**config.mk**
```make
export PLATFORM = sky130hd
export DESIGN_NAME = stack_calculator_unit_top_flat
export DESIGN_NICKNAME = d
export VERILOG_FILES = /design/src/hdl/scu_pkg.sv /design/src/hdl/scu_cmd_if.sv /design/src/hdl/scu_res_if.sv /design/src/hdl/scu_front.sv /design/src/hdl/scu_div.sv /design/src/hdl/scu_back.sv /design/src/hdl/stack_calculator_unit_top.sv /design/src/flat_wrapper.sv
export SDC_FILE = /design/constraint.sdc
export NUM_CORES = 2
export LEC_CHECK = 0
export BUFFER_PORTS_ARGS = -buffer_cell sky130_fd_sc_hd__buf_2
export CAP_MARGIN = 25
export CORE_ASPECT_RATIO = 1.4
export CORE_MARGIN = 2
export CORE_UTILIZATION = 43
export CTS_BUF_LIST = sky130_fd_sc_hd__clkbuf_8 sky130_fd_sc_hd__clkbuf_16
export DETAILED_ROUTE_END_ITERATION = 8
export PLACE_DENSITY = 0.7
export SYNTH_ARGS = -nofsm -noshare
export SYNTH_HDL_FRONTEND = slang
export SYNTH_SLANG_ARGS = --single-unit
```
**constraint.sdc**
```tcl
create_clock -name clk -period 11.94 [get_ports clk]
set_input_delay 1.791 -clock clk [delete_from_list [all_inputs] [get_ports clk]]
set_output_delay 1.791 -clock clk [all_outputs]
set_load 0.02 [all_outputs]
```
**src/hdl/scu_pkg.sv**
```systemverilog
// Shared types and constants for the stack calculator unit.
`default_nettype none

package scu_pkg;

  // Field widths of the channels
  localparam int CMD_W   = 3;
  localparam int DATA_W  = 32;
  localparam int STAT_W  = 2;
  localparam int DEPTH_W = 7;
  localparam int ITER_W  = $clog2(DATA_W);

  // Command codes on the input channel
  localparam logic [CMD_W-1:0] CMD_PUSH = 3'd0;
  localparam logic [CMD_W-1:0] CMD_POP  = 3'd1;
  localparam logic [CMD_W-1:0] CMD_ADD  = 3'd2;
  localparam logic [CMD_W-1:0] CMD_SUB  = 3'd3;
  localparam logic [CMD_W-1:0] CMD_MUL  = 3'd4;
  localparam logic [CMD_W-1:0] CMD_DIV  = 3'd5;

  // Decoded operation classes carried through the queue
  typedef logic [2:0] op_t;
  localparam op_t OP_PUSH = 3'd0;
  localparam op_t OP_POP  = 3'd1;
  localparam op_t OP_ADD  = 3'd2;
  localparam op_t OP_SUB  = 3'd3;
  localparam op_t OP_MUL  = 3'd4;
  localparam op_t OP_DIV  = 3'd5;
  localparam op_t OP_NOP  = 3'd7;

  // Status codes on the result channel
  localparam logic [STAT_W-1:0] ST_OK      = 2'd0;
  localparam logic [STAT_W-1:0] ST_UNDER   = 2'd1;
  localparam logic [STAT_W-1:0] ST_FULL    = 2'd2;
  localparam logic [STAT_W-1:0] ST_DIVZERO = 2'd3;

  // One queued item between front and back
  typedef struct packed {
    op_t              op;
    logic [DATA_W-1:0] value;
  } qitem_t;

  // One result item
  typedef struct packed {
    logic [DATA_W-1:0]  value;
    logic [STAT_W-1:0]  status;
    logic [DEPTH_W-1:0] depth;
  } res_t;

  // Divider request and response
  typedef struct packed {
    logic              start;
    logic [DATA_W-1:0] dividend;
    logic [DATA_W-1:0] divisor;
  } div_req_t;

  typedef struct packed {
    logic              busy;
    logic              done;
    logic [DATA_W-1:0] quotient;
  } div_rsp_t;

endpackage

`default_nettype wire

```
**src/hdl/scu_cmd_if.sv**
```systemverilog
// Command channel: valid/ready handshake with command and push value.
`default_nettype none

interface scu_cmd_if import scu_pkg::*; ();
  logic                     valid;
  logic                     ready;
  logic [CMD_W-1:0]         command;
  logic signed [DATA_W-1:0] push_value;

  modport source (output valid, output command, output push_value, input ready);
  modport sink   (input valid, input command, input push_value, output ready);
endinterface

`default_nettype wire

```
**src/hdl/scu_res_if.sv**
```systemverilog
// Result channel: valid/ready handshake with value, status and depth.
`default_nettype none

interface scu_res_if import scu_pkg::*; ();
  logic                     valid;
  logic                     ready;
  logic signed [DATA_W-1:0] result_value;
  logic [STAT_W-1:0]        status;
  logic [DEPTH_W-1:0]       depth;

  modport source (output valid, output result_value, output status, output depth,
                  input ready);
  modport sink   (input valid, input result_value, input status, input depth,
                  output ready);
endinterface

`default_nettype wire

```
**src/hdl/scu_front.sv**
```systemverilog
// Front end: accepts commands, decodes them and holds them in a two-entry queue.
`default_nettype none

module scu_front import scu_pkg::*; (
  input  logic   clk,
  input  logic   rst_n,
  scu_cmd_if.sink in_ch,
  output qitem_t q_item,
  output logic   q_valid,
  input  logic   q_pop
);

  qitem_t     fifo_r [2];
  logic       wr_ptr_r, wr_ptr_nxt;
  logic       rd_ptr_r, rd_ptr_nxt;
  logic [1:0] fill_r, fill_nxt;
  logic       push_xfer;
  logic       pop_xfer;
  qitem_t     dec_item;

  // Map a command code to its operation class
  function automatic op_t decode_cmd(input logic [CMD_W-1:0] cmd);
    op_t op;
    case (cmd)
      CMD_PUSH: op = OP_PUSH;
      CMD_POP:  op = OP_POP;
      CMD_ADD:  op = OP_ADD;
      CMD_SUB:  op = OP_SUB;
      CMD_MUL:  op = OP_MUL;
      CMD_DIV:  op = OP_DIV;
      default:  op = OP_NOP;
    endcase
    return op;
  endfunction

  assign in_ch.ready = (fill_r != 2'd2);
  assign push_xfer   = in_ch.valid && in_ch.ready;
  assign q_valid     = (fill_r != 2'd0);
  assign pop_xfer    = q_pop && q_valid;
  assign q_item      = fifo_r[rd_ptr_r];

  assign dec_item.op    = decode_cmd(in_ch.command);
  assign dec_item.value = in_ch.push_value;

  // Advance pointers and fill level
  always_comb begin
    wr_ptr_nxt = wr_ptr_r ^ push_xfer;
    rd_ptr_nxt = rd_ptr_r ^ pop_xfer;
    fill_nxt   = fill_r + {1'b0, push_xfer} - {1'b0, pop_xfer};
  end

  always_ff @(posedge clk) begin
    if (!rst_n) begin
      wr_ptr_r <= 1'b0;
      rd_ptr_r <= 1'b0;
      fill_r   <= 2'd0;
    end else begin
      wr_ptr_r <= wr_ptr_nxt;
      rd_ptr_r <= rd_ptr_nxt;
      fill_r   <= fill_nxt;
    end
  end

  // Store the decoded item on transfer
  always_ff @(posedge clk) begin
    if (push_xfer) begin
      fifo_r[wr_ptr_r] <= dec_item;
    end
  end

endmodule

`default_nettype wire

```
**src/hdl/scu_div.sv**
```systemverilog
// Signed 32-bit divider, truncating toward zero, one quotient bit per cycle.
`default_nettype none

module scu_div import scu_pkg::*; (
  input  logic     clk,
  input  logic     rst_n,
  input  div_req_t req,
  output div_rsp_t rsp
);

  logic              busy_r;
  logic              done_r;
  logic [ITER_W-1:0] cnt_r;
  logic [DATA_W-1:0] rem_r;
  logic [DATA_W-1:0] quo_r;
  logic [DATA_W-1:0] dvs_r;
  logic              neg_r;

  logic [DATA_W-1:0] a_mag;
  logic [DATA_W-1:0] b_mag;
  logic [DATA_W:0]   shifted;
  logic [DATA_W+1:0] trial;
  logic              fits;

  // Take magnitudes of the operands
  assign a_mag = req.dividend[DATA_W-1] ? (DATA_W'(0) - req.dividend) : req.dividend;
  assign b_mag = req.divisor[DATA_W-1]  ? (DATA_W'(0) - req.divisor)  : req.divisor;

  // Shift in the next dividend bit and try the subtract
  assign shifted = {rem_r, quo_r[DATA_W-1]};
  assign trial   = {1'b0, shifted} - {2'b00, dvs_r};
  assign fits    = !trial[DATA_W+1];

  // Sequence the iterations
  always_ff @(posedge clk) begin
    if (!rst_n) begin
      busy_r <= 1'b0;
      done_r <= 1'b0;
      cnt_r  <= '0;
    end else begin
      done_r <= 1'b0;
      if (req.start) begin
        busy_r <= 1'b1;
        cnt_r  <= '0;
      end else if (busy_r) begin
        cnt_r <= cnt_r + ITER_W'(1);
        if (cnt_r == ITER_W'(DATA_W - 1)) begin
          busy_r <= 1'b0;
          done_r <= 1'b1;
        end
      end
    end
  end

  // Hold remainder, quotient and divisor
  always_ff @(posedge clk) begin
    if (req.start) begin
      rem_r <= '0;
      quo_r <= a_mag;
      dvs_r <= b_mag;
      neg_r <= req.dividend[DATA_W-1] ^ req.divisor[DATA_W-1];
    end else if (busy_r) begin
      rem_r <= fits ? trial[DATA_W-1:0] : shifted[DATA_W-1:0];
      quo_r <= {quo_r[DATA_W-2:0], fits};
    end
  end

  assign rsp.busy     = busy_r;
  assign rsp.done     = done_r;
  assign rsp.quotient = neg_r ? (DATA_W'(0) - quo_r) : quo_r;

endmodule

`default_nettype wire

```
**src/hdl/scu_back.sv**
```systemverilog
// Back end: stack memory with cached top entry, execution sequencer and result register.
`default_nettype none

module scu_back import scu_pkg::*; #(
  parameter int STACK_DEPTH = 64
) (
  input  logic      clk,
  input  logic      rst_n,
  input  qitem_t    q_item,
  input  logic      q_valid,
  output logic      q_pop,
  output div_req_t  div_req,
  input  div_rsp_t  div_rsp,
  scu_res_if.source out_ch
);

  localparam int CNT_W  = $clog2(STACK_DEPTH + 1);
  localparam int ADDR_W = $clog2(STACK_DEPTH);

  localparam logic [1:0] S_IDLE = 2'd0;
  localparam logic [1:0] S_READ = 2'd1;
  localparam logic [1:0] S_DIV  = 2'd2;

  // Entries below the top live in memory; the top lives in tos_r
  logic [DATA_W-1:0] mem [STACK_DEPTH];
  logic [DATA_W-1:0] rd_data_r;

  logic [1:0]        state_r, state_nxt;
  logic [CNT_W-1:0]  cnt_r, cnt_nxt;
  logic [DATA_W-1:0] tos_r, tos_nxt;
  op_t               op_r, op_nxt;
  logic              out_valid_r, out_valid_nxt;
  res_t              out_r, out_nxt;

  logic              out_free;
  logic              mem_we;
  logic              mem_re;
  logic [CNT_W-1:0]  cnt_inc;
  logic [CNT_W-1:0]  cnt_dec;
  logic [CNT_W-1:0]  cnt_dec2;
  logic              full;
  logic [DATA_W-1:0] alu_res;

  // Low bits of a count as reported depth
  function automatic logic [DEPTH_W-1:0] to_depth(input logic [CNT_W-1:0] c);
    logic [CNT_W+DEPTH_W-1:0] ext;
    ext = {{DEPTH_W{1'b0}}, c};
    return ext[DEPTH_W-1:0];
  endfunction

  assign out_free = !out_valid_r || out_ch.ready;
  assign cnt_inc  = cnt_r + CNT_W'(1);
  assign cnt_dec  = cnt_r - CNT_W'(1);
  assign cnt_dec2 = cnt_r - CNT_W'(2);
  assign full     = (cnt_r == CNT_W'(STACK_DEPTH));

  // Add, subtract or multiply top with next; product wraps to 32 bits
  always_comb begin
    case (op_r)
      OP_ADD:  alu_res = tos_r + rd_data_r;
      OP_SUB:  alu_res = tos_r - rd_data_r;
      default: alu_res = tos_r * rd_data_r;
    endcase
  end

  // Sequence one command at a time
  always_comb begin
    state_nxt        = state_r;
    cnt_nxt          = cnt_r;
    tos_nxt          = tos_r;
    op_nxt           = op_r;
    out_valid_nxt    = out_valid_r && !out_ch.ready;
    out_nxt          = out_r;
    q_pop            = 1'b0;
    mem_we           = 1'b0;
    mem_re           = 1'b0;
    div_req.start    = 1'b0;
    div_req.dividend = tos_r;
    div_req.divisor  = rd_data_r;

    case (state_r)
      S_IDLE: begin
        if (q_valid && out_free) begin
          q_pop  = 1'b1;
          op_nxt = q_item.op;
          case (q_item.op)
            OP_PUSH: begin
              out_valid_nxt = 1'b1;
              if (full) begin
                out_nxt = '{value: '0, status: ST_FULL, depth: to_depth(cnt_r)};
              end else begin
                mem_we  = (cnt_r != '0);
                tos_nxt = q_item.value;
                cnt_nxt = cnt_inc;
                out_nxt = '{value: '0, status: ST_OK, depth: to_depth(cnt_inc)};
              end
            end
            OP_POP: begin
              if (cnt_r == '0) begin
                out_valid_nxt = 1'b1;
                out_nxt = '{value: '0, status: ST_UNDER, depth: to_depth(cnt_r)};
              end else if (cnt_r == CNT_W'(1)) begin
                out_valid_nxt = 1'b1;
                cnt_nxt = '0;
                out_nxt = '{value: tos_r, status: ST_OK, depth: to_depth('0)};
              end else begin
                mem_re    = 1'b1;
                state_nxt = S_READ;
              end
            end
            OP_ADD, OP_SUB, OP_MUL, OP_DIV: begin
              if (cnt_r < CNT_W'(2)) begin
                out_valid_nxt = 1'b1;
                out_nxt = '{value: '0, status: ST_UNDER, depth: to_depth(cnt_r)};
              end else begin
                mem_re    = 1'b1;
                state_nxt = S_READ;
              end
            end
            default: begin
              out_valid_nxt = 1'b1;
              out_nxt = '{value: '0, status: ST_OK, depth: to_depth(cnt_r)};
            end
          endcase
        end
      end

      S_READ: begin
        state_nxt = S_IDLE;
        case (op_r)
          OP_POP: begin
            out_valid_nxt = 1'b1;
            tos_nxt = rd_data_r;
            cnt_nxt = cnt_dec;
            out_nxt = '{value: tos_r, status: ST_OK, depth: to_depth(cnt_dec)};
          end
          OP_DIV: begin
            if (rd_data_r == '0) begin
              out_valid_nxt = 1'b1;
              out_nxt = '{value: '0, status: ST_DIVZERO, depth: to_depth(cnt_r)};
            end else begin
              div_req.start = 1'b1;
              state_nxt     = S_DIV;
            end
          end
          default: begin
            out_valid_nxt = 1'b1;
            tos_nxt = alu_res;
            cnt_nxt = cnt_dec;
            out_nxt = '{value: alu_res, status: ST_OK, depth: to_depth(cnt_dec)};
          end
        endcase
      end

      S_DIV: begin
        if (div_rsp.done) begin
          out_valid_nxt = 1'b1;
          tos_nxt   = div_rsp.quotient;
          cnt_nxt   = cnt_dec;
          out_nxt   = '{value: div_rsp.quotient, status: ST_OK, depth: to_depth(cnt_dec)};
          state_nxt = S_IDLE;
        end
      end

      default: state_nxt = S_IDLE;
    endcase
  end

  // Control registers
  always_ff @(posedge clk) begin
    if (!rst_n) begin
      state_r     <= S_IDLE;
      cnt_r       <= '0;
      out_valid_r <= 1'b0;
    end else begin
      state_r     <= state_nxt;
      cnt_r       <= cnt_nxt;
      out_valid_r <= out_valid_nxt;
    end
  end

  // Payload registers
  always_ff @(posedge clk) begin
    tos_r <= tos_nxt;
    op_r  <= op_nxt;
    out_r <= out_nxt;
  end

  // Spill the old top on push; fetch the entry under the top
  always_ff @(posedge clk) begin
    if (mem_we) begin
      mem[cnt_dec[ADDR_W-1:0]] <= tos_r;
    end
    if (mem_re) begin
      rd_data_r <= mem[cnt_dec2[ADDR_W-1:0]];
    end
  end

  assign out_ch.valid        = out_valid_r;
  assign out_ch.result_value = out_r.value;
  assign out_ch.status       = out_r.status;
  assign out_ch.depth        = out_r.depth;

endmodule

`default_nettype wire

```
**src/hdl/stack_calculator_unit_top.sv**
```systemverilog
// Top level of the stack calculator unit: front queue, execution back end, divider.
//
//   Channel  Dir  Handshake      Payload
//   in_ch    in   valid/ready    command[2:0], push_value[31:0] signed
//   out_ch   out  valid/ready    result_value[31:0] signed, status[1:0], depth[6:0]
//
// Push, unused codes, underflows and a pop of the last entry finish in the back end on dequeue;
// other pops, add, sub, mul and divide by zero also wait for the registered memory read.
// Div goes through dequeue, the memory read, 32 steps of the radix-2 divider and finish.
// The front queue holds two items so commands are taken while the back end works.
// Reset (rst_n low, synchronous) empties the stack and queue; memory is not cleared.
// A stalled result holds in the output register and blocks the back end only.
`default_nettype none

module stack_calculator_unit_top import scu_pkg::*; #(
  parameter int STACK_DEPTH = 64
) (
  input  logic      clk,
  input  logic      rst_n,
  scu_cmd_if.sink   in_ch,
  scu_res_if.source out_ch
);

  localparam logic [DEPTH_W-1:0] FULL_DEPTH = DEPTH_W'(STACK_DEPTH);

  qitem_t   q_item;
  logic     q_valid;
  logic     q_pop;
  div_req_t div_req;
  div_rsp_t div_rsp;

  scu_front u_front (
    .clk     (clk),
    .rst_n   (rst_n),
    .in_ch   (in_ch),
    .q_item  (q_item),
    .q_valid (q_valid),
    .q_pop   (q_pop)
  );

  scu_div u_div (
    .clk   (clk),
    .rst_n (rst_n),
    .req   (div_req),
    .rsp   (div_rsp)
  );

  scu_back #(
    .STACK_DEPTH (STACK_DEPTH)
  ) u_back (
    .clk     (clk),
    .rst_n   (rst_n),
    .q_item  (q_item),
    .q_valid (q_valid),
    .q_pop   (q_pop),
    .div_req (div_req),
    .div_rsp (div_rsp),
    .out_ch  (out_ch)
  );

  // Divider is only started when idle
  a_div_start_idle: assert property (@(posedge clk) disable iff (!rst_n)
    div_req.start |-> !div_rsp.busy)
    else $error("divider started while busy");

  // Divider completion is a single-cycle pulse
  a_div_done_pulse: assert property (@(posedge clk) disable iff (!rst_n)
    div_rsp.done |=> !div_rsp.done)
    else $error("divider done held longer than one cycle");

  // Back end only dequeues a present item
  a_pop_valid: assert property (@(posedge clk) disable iff (!rst_n)
    q_pop |-> q_valid)
    else $error("dequeue from empty command queue");

  // A dropped push reports a full stack
  a_full_depth: assert property (@(posedge clk) disable iff (!rst_n)
    (out_ch.valid && out_ch.status == ST_FULL) |-> (out_ch.depth == FULL_DEPTH))
    else $error("overflow status with stack not full");

endmodule

`default_nettype wire

```
**src/flat_wrapper.sv**
```systemverilog
// flat-port wrapper written by rule: the top's interface ports become plain ports
module stack_calculator_unit_top_flat import scu_pkg::*;
#(
  parameter int STACK_DEPTH = 64
)
  (clk, rst_n, in_ch_valid, in_ch_command, in_ch_push_value, in_ch_ready, out_ch_valid, out_ch_result_value, out_ch_status, out_ch_depth, out_ch_ready);
  scu_cmd_if in_ch_i ();
  scu_res_if out_ch_i ();
  input  logic clk;
  input  logic rst_n;
  input wire logic [$bits(in_ch_i.valid)-1:0] in_ch_valid;
  input wire logic [$bits(in_ch_i.command)-1:0] in_ch_command;
  input wire logic [$bits(in_ch_i.push_value)-1:0] in_ch_push_value;
  output wire logic [$bits(in_ch_i.ready)-1:0] in_ch_ready;
  output wire logic [$bits(out_ch_i.valid)-1:0] out_ch_valid;
  output wire logic [$bits(out_ch_i.result_value)-1:0] out_ch_result_value;
  output wire logic [$bits(out_ch_i.status)-1:0] out_ch_status;
  output wire logic [$bits(out_ch_i.depth)-1:0] out_ch_depth;
  input wire logic [$bits(out_ch_i.ready)-1:0] out_ch_ready;
  assign in_ch_i.valid = in_ch_valid;
  assign in_ch_i.command = in_ch_command;
  assign in_ch_i.push_value = in_ch_push_value;
  assign in_ch_ready = in_ch_i.ready;
  assign out_ch_valid = out_ch_i.valid;
  assign out_ch_result_value = out_ch_i.result_value;
  assign out_ch_status = out_ch_i.status;
  assign out_ch_depth = out_ch_i.depth;
  assign out_ch_i.ready = out_ch_ready;
  stack_calculator_unit_top #(.STACK_DEPTH(STACK_DEPTH)) u_core (.clk(clk), .rst_n(rst_n), .in_ch(in_ch_i), .out_ch(out_ch_i));
endmodule
```
### Word-level counts from Yosys, hierarchy flattened

Memory sizes are Yosys's and may differ from the RTL's. A register that Yosys moved wholly into a read port is not among the register bits.
Cells that the tools add are included.

* register bits: 194
* RAM bits: 2118
* output and inout bits: 43
* memories: 2

* $add $sub $neg: 12
* $mul: 1
* magnitude comparators: 1
* equality and inequality tests: 35
* multiplexer cells: 74
* bitwise operators: 5
* reduce and logical (&&, ||, !) cells: 25

Memories
* u_core.u_back.mem: depth 64, bits a word 32, read ports 1, clocked after Yosys merged registers in 1, wr ports 1, line scu_back.sv:25 `logic [DATA_W-1:0] mem [STACK_DEPTH];`
* u_core.u_front.fifo_r: depth 2, bits a word 35, read ports 1, clocked after Yosys merged registers in 1, wr ports 1, line scu_front.sv:13 `qitem_t fifo_r [2];`

Operators with widths (number)
* 32-bit two-way mux: 9
* 41-bit two-way mux: 6
* 41-bit case mux with 3 select lines: 2
* 32-bit case mux with 2 select lines: 2
* 32-bit case mux with 3 select lines: 1
* 1-bit by 32-bit subtractor with 32-bit output, first input constant: 3
* 41-bit case mux with 2 select lines: 1
* 7-bit two-way mux: 6
* 33-bit by 32-bit subtractor with 34-bit output: 1
* 32-bit adder: 1
* 32-bit zero test: 1
* 32-bit by 32-bit multiplier with 32-bit output: 1
* 32-bit subtractor: 1
* 31-bit two-way mux: 1
* 1-bit two-way mux: 30
* 3-bit inequality test, second input constant: 7
* 7-bit case mux with 3 select lines: 1
* 3-bit by 2-bit equality test with 1-bit output, second input constant: 6
* 3-bit case mux with 6 select lines: 1
* 6-bit AND reduction: 3
* 3-bit equality test, second input constant: 5
* 2-bit two-way mux: 7
* 7-bit case mux with 2 select lines: 1
* 3-bit by 1-bit equality test with 1-bit output, second input constant: 3
* 37 further kinds: 53

### Depth between registers and ports, before layout

* depth in word-level cells: 8
* mapped depth: 28
* depth with buffers taken out: 26

### By module

Synthesis repeated with hierarchy kept, for this count alone.

* cell total of the unflattened synthesis: 6740
* area total of the unflattened synthesis: 112773.2 um^2

By module, submodules not included
* scu_back: instances 1, cells an instance 5739, area an instance 102291.9 um^2, sequential area each 64942.3 um^2
* scu_div: instances 1, cells an instance 860, area an instance 7668.6 um^2, sequential area each 2732.6 um^2
* scu_front: instances 1, cells an instance 141, area an instance 2812.7 um^2, sequential area each 2202.1 um^2

### Worst setup path after synthesis

Ideal clock, no wire load.

* path kind: register to register
* start: register u_core.u_back.cnt_r[0]
* end: register u_core.u_back.out_r (netlist bit u_core.u_back.out_ch.depth[0]) (enable)
* arrival time: 8914 ps
* setup slack: 2367 ps
* stages on the path, launching flop included: 13
* clock period less this slack: 9573 ps
* cell sequence: dfxtp_1 -> buf_2 -> clkbuf_1 -> buf_1 -> clkbuf_1 -> inv_1 -> ha_1 -> nand2_1 -> nor3_1 -> o21ai_0 -> a21oi_1 -> nand2_1 -> a2111oi_0

* longest elaborated chain between the ends: 3
* elaborated cells on any way between the ends: 6
* those cells by class: order compare: 1; eq/ne: 3; reduce/logical: 2

Ends and longest elaborated chain
* from (decl): line scu_back.sv:29 `logic [CNT_W-1:0] cnt_r, cnt_nxt;`
* from (signal assigned): line scu_back.sv:177 `cnt_r <= cnt_nxt;`
* 7-bit by 2-bit < comparator with 1-bit output (tied with other cells): line scu_back.sv:112 `if (cnt_r < CNT_W'(2)) begin`
* 3-bit inequality test (no line) / 4-bit inequality test (equally long branches)
* 6-bit AND reduction (no line) *
* to (signal assigned): line scu_back.sv:186 `out_r <= out_nxt;`
* to (decl): line scu_back.sv:33 `res_t out_r, out_nxt;`

Every way passes the cells marked *; elsewhere a longest branch is shown, timed or not.
A chain may end at the register's enable or synchronous reset.

==> tab_implementation.tex <==
\begin{tabular}{lr}
\hline
Metric & Value \\
\hline
\multicolumn{2}{l}{\textbf{Hold path}} \\
\quad Class of the tightest hold or removal check & reg2reg \\
\multicolumn{2}{l}{\textbf{Setup path}} \\
\quad Worst path buffer plus inverter count & 3 \\
\quad Cell count of the worst reg-to-reg path & 21 \\
\quad Delay contributed by the slowest stage of the critical path & 0.99 ns \\
\quad Required time of the critical path & approximately 13 ns \\
\quad Maximum fanout along the worst path & 81 \\
\quad Crit path DAT & approximately 9.4 ns \\
\quad Worst flop-to-flop path startpoint & u\_core.u\_back.tos\_r[1] \\
\quad R2R Path End & u\_core.u\_back.out\_ch.result\_value[28] \\
\quad CP cell instances & buf\_4 > and2\_1 > fa\_1 > ha\_1 > fa\_1 > ha\_1 > fa\_1 > inv\_1 > fa\_1 > inv\_1 > fa\_1 > fa\_1 > ha\_1 > a2111oi\_0 > o31ai\_1 > a31oi\_1 > nor3\_1 > a2111oi\_0 > nor4b\_1 > a211o\_1 > a221o\_1 \\
\quad Path type of the worst setup path & reg2reg \\
\quad Setup slack, reg-to-reg & about 3.1 ns \\
\quad Critical path origin & u\_core.u\_back.tos\_r[1] \\
\quad Worst setup path end & u\_core.u\_back.out\_ch.result\_value[28] \\
\quad Total number of cells along the worst setup path & 21 \\
\quad Cell family with most CP delay & adder cells \\
\quad Worst path most repeated cell & fa\_1 \\
\quad Critical path's slowest cell & edfxtp\_1 \\
\quad Sort of element at the end of the critical path & flop \\
\quad Critical path launch point type & flop \\
\multicolumn{2}{l}{\textbf{GRT}} \\
\quad Vias in the first global route & approximately 64,000 \\
\quad GRT Overall Usage & between 20\% and 30\% \\
\quad Largest net degree at the start of global routing & 127 \\
\quad Grt ovf & 0 \\
\quad Wire length of the first global-routing pass & roughly 440,000 um \\
\quad Number of antenna violations at the first check in global routing & 33 \\
\multicolumn{2}{l}{\textbf{Clocking}} \\
\quad Clock network latency to the later pin of the worst-skew pair & 0.91 ns \\
\quad Number of post-CTS setup repair buffers & 0 \\
\quad CTS buffer count & between 200 and 250 \\
\quad Clock tree from TritonCTS & built \\
\quad Library cell used as clock root buffer & clkbuf\_16 \\
\quad \# hold bufs at CTS & 0 \\
\quad Deepest level of the CTS H-tree & 4 \\
\quad CTS sink count & 2,345 \\
\quad Maximum number of buffers from clock root to sink & 4 \\
\quad Number of cells upsized or downsized after cts & 0 \\
\quad Clock slew at reported path FFs & about 0.060 ns \\
\multicolumn{2}{l}{\textbf{STA}} \\
\quad Minimum clock period & 8.836 ns \\
\quad Total negative setup slack & 0 ns \\
\quad Number of setup violations in the final report & 0 \\
\quad Hold Violations, Final & 0 \\
\quad Number of pins with negative max-slew slack in the final report & 0 \\
\quad Unrepaired setup endpoints after global routing & false \\
\quad Worst slew slack as a fraction of its limit & roughly a quarter \\
\quad FMAX & around 110 MHz \\
\quad Clk\_skew & 0.09222 ns \\
\quad Final Cycle Share & around three quarters \\
\quad Transition time at the pin with the least slew margin & 1.150 ns \\
\multicolumn{2}{l}{\textbf{Placement}} \\
\quad Number of buffers inserted by port buffering & 81 \\
\quad HPWL after DPL & about 190,000 um \\
\quad Placed Cells & about 10,000 \\
\quad Global placer's final weighted congestion & 0.9283 \\
\multicolumn{2}{l}{\textbf{Routing}} \\
\quad Drt pass-1 iters & 6 \\
\quad Post-DR wirelength/cell & 29.49 um \\
\quad Count of vias placed by the detailed router & 62,262 \\
\quad Post-detailed-routing wire length & 309,200 um \\
\quad DR vias/cell & 5.936 \\
\quad DRT antenna net count & 0 \\
\quad Drt initial violations & between 6,000 and 7,000 \\
\quad Number of remaining DRC errors & 0 \\
\multicolumn{2}{l}{\textbf{Layout}} \\
\quad Area of all sequential standard cells & between 60,000 and 70,000 um\^{}2 \\
\quad P\&R area growth vs syn & 11.27\% \\
\quad Final layout net count & 7,414 \\
\quad Area of combinational cells with multiple inputs & 39,310 um\^{}2 \\
\quad Layout filler cell count & between 20,000 and 25,000 \\
\quad Share of post-route cells with drive strength above 1 & 19.77\% \\
\quad Count of non-filler cells in the finished layout & 10,488 \\
\multicolumn{2}{l}{\textbf{Logic synthesis}} \\
\quad Leading register cell type out of synthesis & edfxtp\_1 \\
\quad Library cells used by synthesis & 75 \\
\quad Total nets after synthesis & between 7,000 and 8,000 \\
\quad EDFF count, synth & 2,291 \\
\quad Synthesized flop and latch total & 2,345 \\
\quad Post-synthesis async set-or-reset flop share & 0\% \\
\quad Share of the synthesized area in compound gates (AO/OA/AOI/OAI) & 3.717\% \\
\quad Largest area contributor in the netlist & edfxtp\_1 \\
\quad Post-synthesis xor/xnor area fraction & around 2.1\% \\
\quad Largest family of logic cells by synthesized area & multiplexers \\
\quad Synth top area share & 61.58\% \\
\quad Basic-gate share of the synthesized area counting and, or, nand and nor cells & 5.224\% \\
\quad Gate count after technology mapping & 6,629 \\
\quad Synth top area cells & edfxtp\_1, mux4\_2, fa\_1 \\
\quad Multiplexer fraction of the synthesized cell area & between 10\% and 20\% \\
\quad Yosys warns & 0 \\
\quad Adder and majority cell fraction of the synthesized area & about 9.7\% \\
\quad Sequential element share of the synthesized area & a little over three fifths \\
\quad Post-synth design cell area & around 110,000 um\^{}2 \\
\quad Mapped Avg Cell Area & 16.85 um\^{}2 \\
\multicolumn{2}{l}{\textbf{Floorplanning}} \\
\quad Height of the die & 607.1 um \\
\quad Die Width & roughly 430 um \\
\quad I/O pin count & 82 \\
\quad Die area & 264,000 um\^{}2 \\
\quad Number of rows in the core area & approximately 220 \\
\quad Area of the core & 258,500 um\^{}2 \\
\quad Starting density of the core & 43.21\% \\
\multicolumn{2}{l}{\textbf{Run status}} \\
\quad Result of the run & complete, no violations \\
\multicolumn{2}{l}{\textbf{Flow run}} \\
\quad Total of max-cap violations & 0 \\
\hline
\end{tabular}
==> worst min-delay path, stage by stage, from the launching register on <==
cell and delay, ns:
dfxtp_1 0.32, nand2b_1 0.07, a21oi_1 0.05
==> Yosys cell counts, types with 29 or more instances <==
library cell,number
edfxtp_1,2291
mux4_2,659
inv_1,456
nand2_1,424
fa_1,410
and2_1,322
clkbuf_1,302
nor2_1,230
ha_1,206
o21ai_0,175
a21oi_1,171
xnor2_1,137
xor2_1,129
buf_1,63
dfxtp_1,54
a21o_1,50
mux2i_1,50
o31ai_1,46
a211oi_1,36
nand3_1,32
nor2b_1,29
nor3_1,29
==> registers in the layout (all words and copies together), names as in the netlist, 2 cells and up, named ones only <==
signal                             count
u_core.u_back.cnt_r                    7
u_core.u_back.mem                   2048
u_core.u_back.op_r                     3
u_core.u_back.out_ch.depth             7
u_core.u_back.out_ch.result_value     32
u_core.u_back.out_ch.status            2
u_core.u_back.rd_data_r               32
u_core.u_back.state_r                  2
u_core.u_back.tos_r                   32
u_core.u_div.cnt_r                     5
u_core.u_div.dvs_r                    32
u_core.u_div.quo_r                    32
u_core.u_div.rem_r                    32
u_core.u_front.fifo_r                 70
u_core.u_front.fill_r                  2
==> cell families (layout without fill, tap and decap cells) <==
| group | Yosys count | in the layout |
|---|---|---|
| AOI/OAI and AO/OA | 649 | 649 |
| xor gates and xnor gates | 266 | 266 |
| adders and majority gates | 616 | 616 |
| buffers and inverters | 830 | 1121 |
| DFF | 2345 | 2345 |
| muxes | 732 | 732 |
| other | 0 | 112 |
| and+or+nand+nor | 1191 | 1191 |
==> cell type report <==
| cell class | count | area share [%] |
|---|---|---|
| Antenna cell | 112 | 0.2255 |
| Clock buffer | 219 | 4.391 |
| Clock inverter | 154 | 0.9743 |
| Inverter | 456 | 1.377 |
| Multi-Input combinational cell | 3454 | 31.62 |
| Sequential cell | 2345 | 56.22 |
| Tap cell | 3456 | 3.479 |
| Timing Repair Buffer | 292 | 1.713 |
==> per-layer routing <==
layer  global-route usage (%)  share of wire (%)  vias up
met3                    3.110                7.1      854
met4                    15.55                7.2       12
met1                    26.36                 34    32740
met5                        0              0.024        -
met2                    40.60                 51     3210
li1                         -                  -    25446
==> how the worst min path moves through the flow <==
stage	from	end	slack (ns)	depth (start not counted)
2_1_floorplan	u_core.u_div.rem_r[1]	u_core.u_div.rem_r[1]	0.46	2
3_3_place_gp	u_core.u_div.cnt_r[4]	u_core.u_div.cnt_r[4]	0.48	2
3_5_place_dp	u_core.u_div.rem_r[1]	u_core.u_div.rem_r[1]	0.49	2
4_1_cts	u_core.u_div.rem_r[1]	u_core.u_div.rem_r[1]	0.50	2
5_1_grt	u_core.u_div.rem_r[1]	u_core.u_div.rem_r[1]	0.53	2
6_report	u_core.u_div.rem_r[1]	u_core.u_div.rem_r[1]	0.50	2
==> stage by stage <==
stage / util [%] / setup WS, ns / instance area (um^2) / hold slack [ns]
after floorplan: - / 2.367 / 111700 / 0.4639
after global placement: 45.33 / 3.305 / 117200 / 0.4814
after detailed placement: 45.35 / 3.203 / 117200 / 0.4870
after CTS: 47.92 / 3.183 / 123900 / 0.4955
after global routing: 48.06 / 2.704 / 124300 / 0.5267
final: 48.08 / 3.104 / 124300 / 0.4994
==> placed cells by master (no fill, tap or decap), types with 47 or more instances in the layout <==
cell / n
and2_1: 322
a21o_1: 50
mux4_2: 659
inv_1: 494
clkinv_1: 47
nand2_1: 424
a21oi_1: 169
buf_2: 82
dfxtp_1: 50
o21ai_0: 175
xor2_1: 128
xnor2_1: 135
nor2_4: 65
edfxtp_1: 2291
mux2i_1: 50
fa_1: 410
nor2_1: 164
ha_1: 205
clkbuf_16: 217
buf_4: 198
diode_2: 112
Power is not shown: default switching activity piles up to over one toggle a cycle in this logic, so the estimate is an artifact.
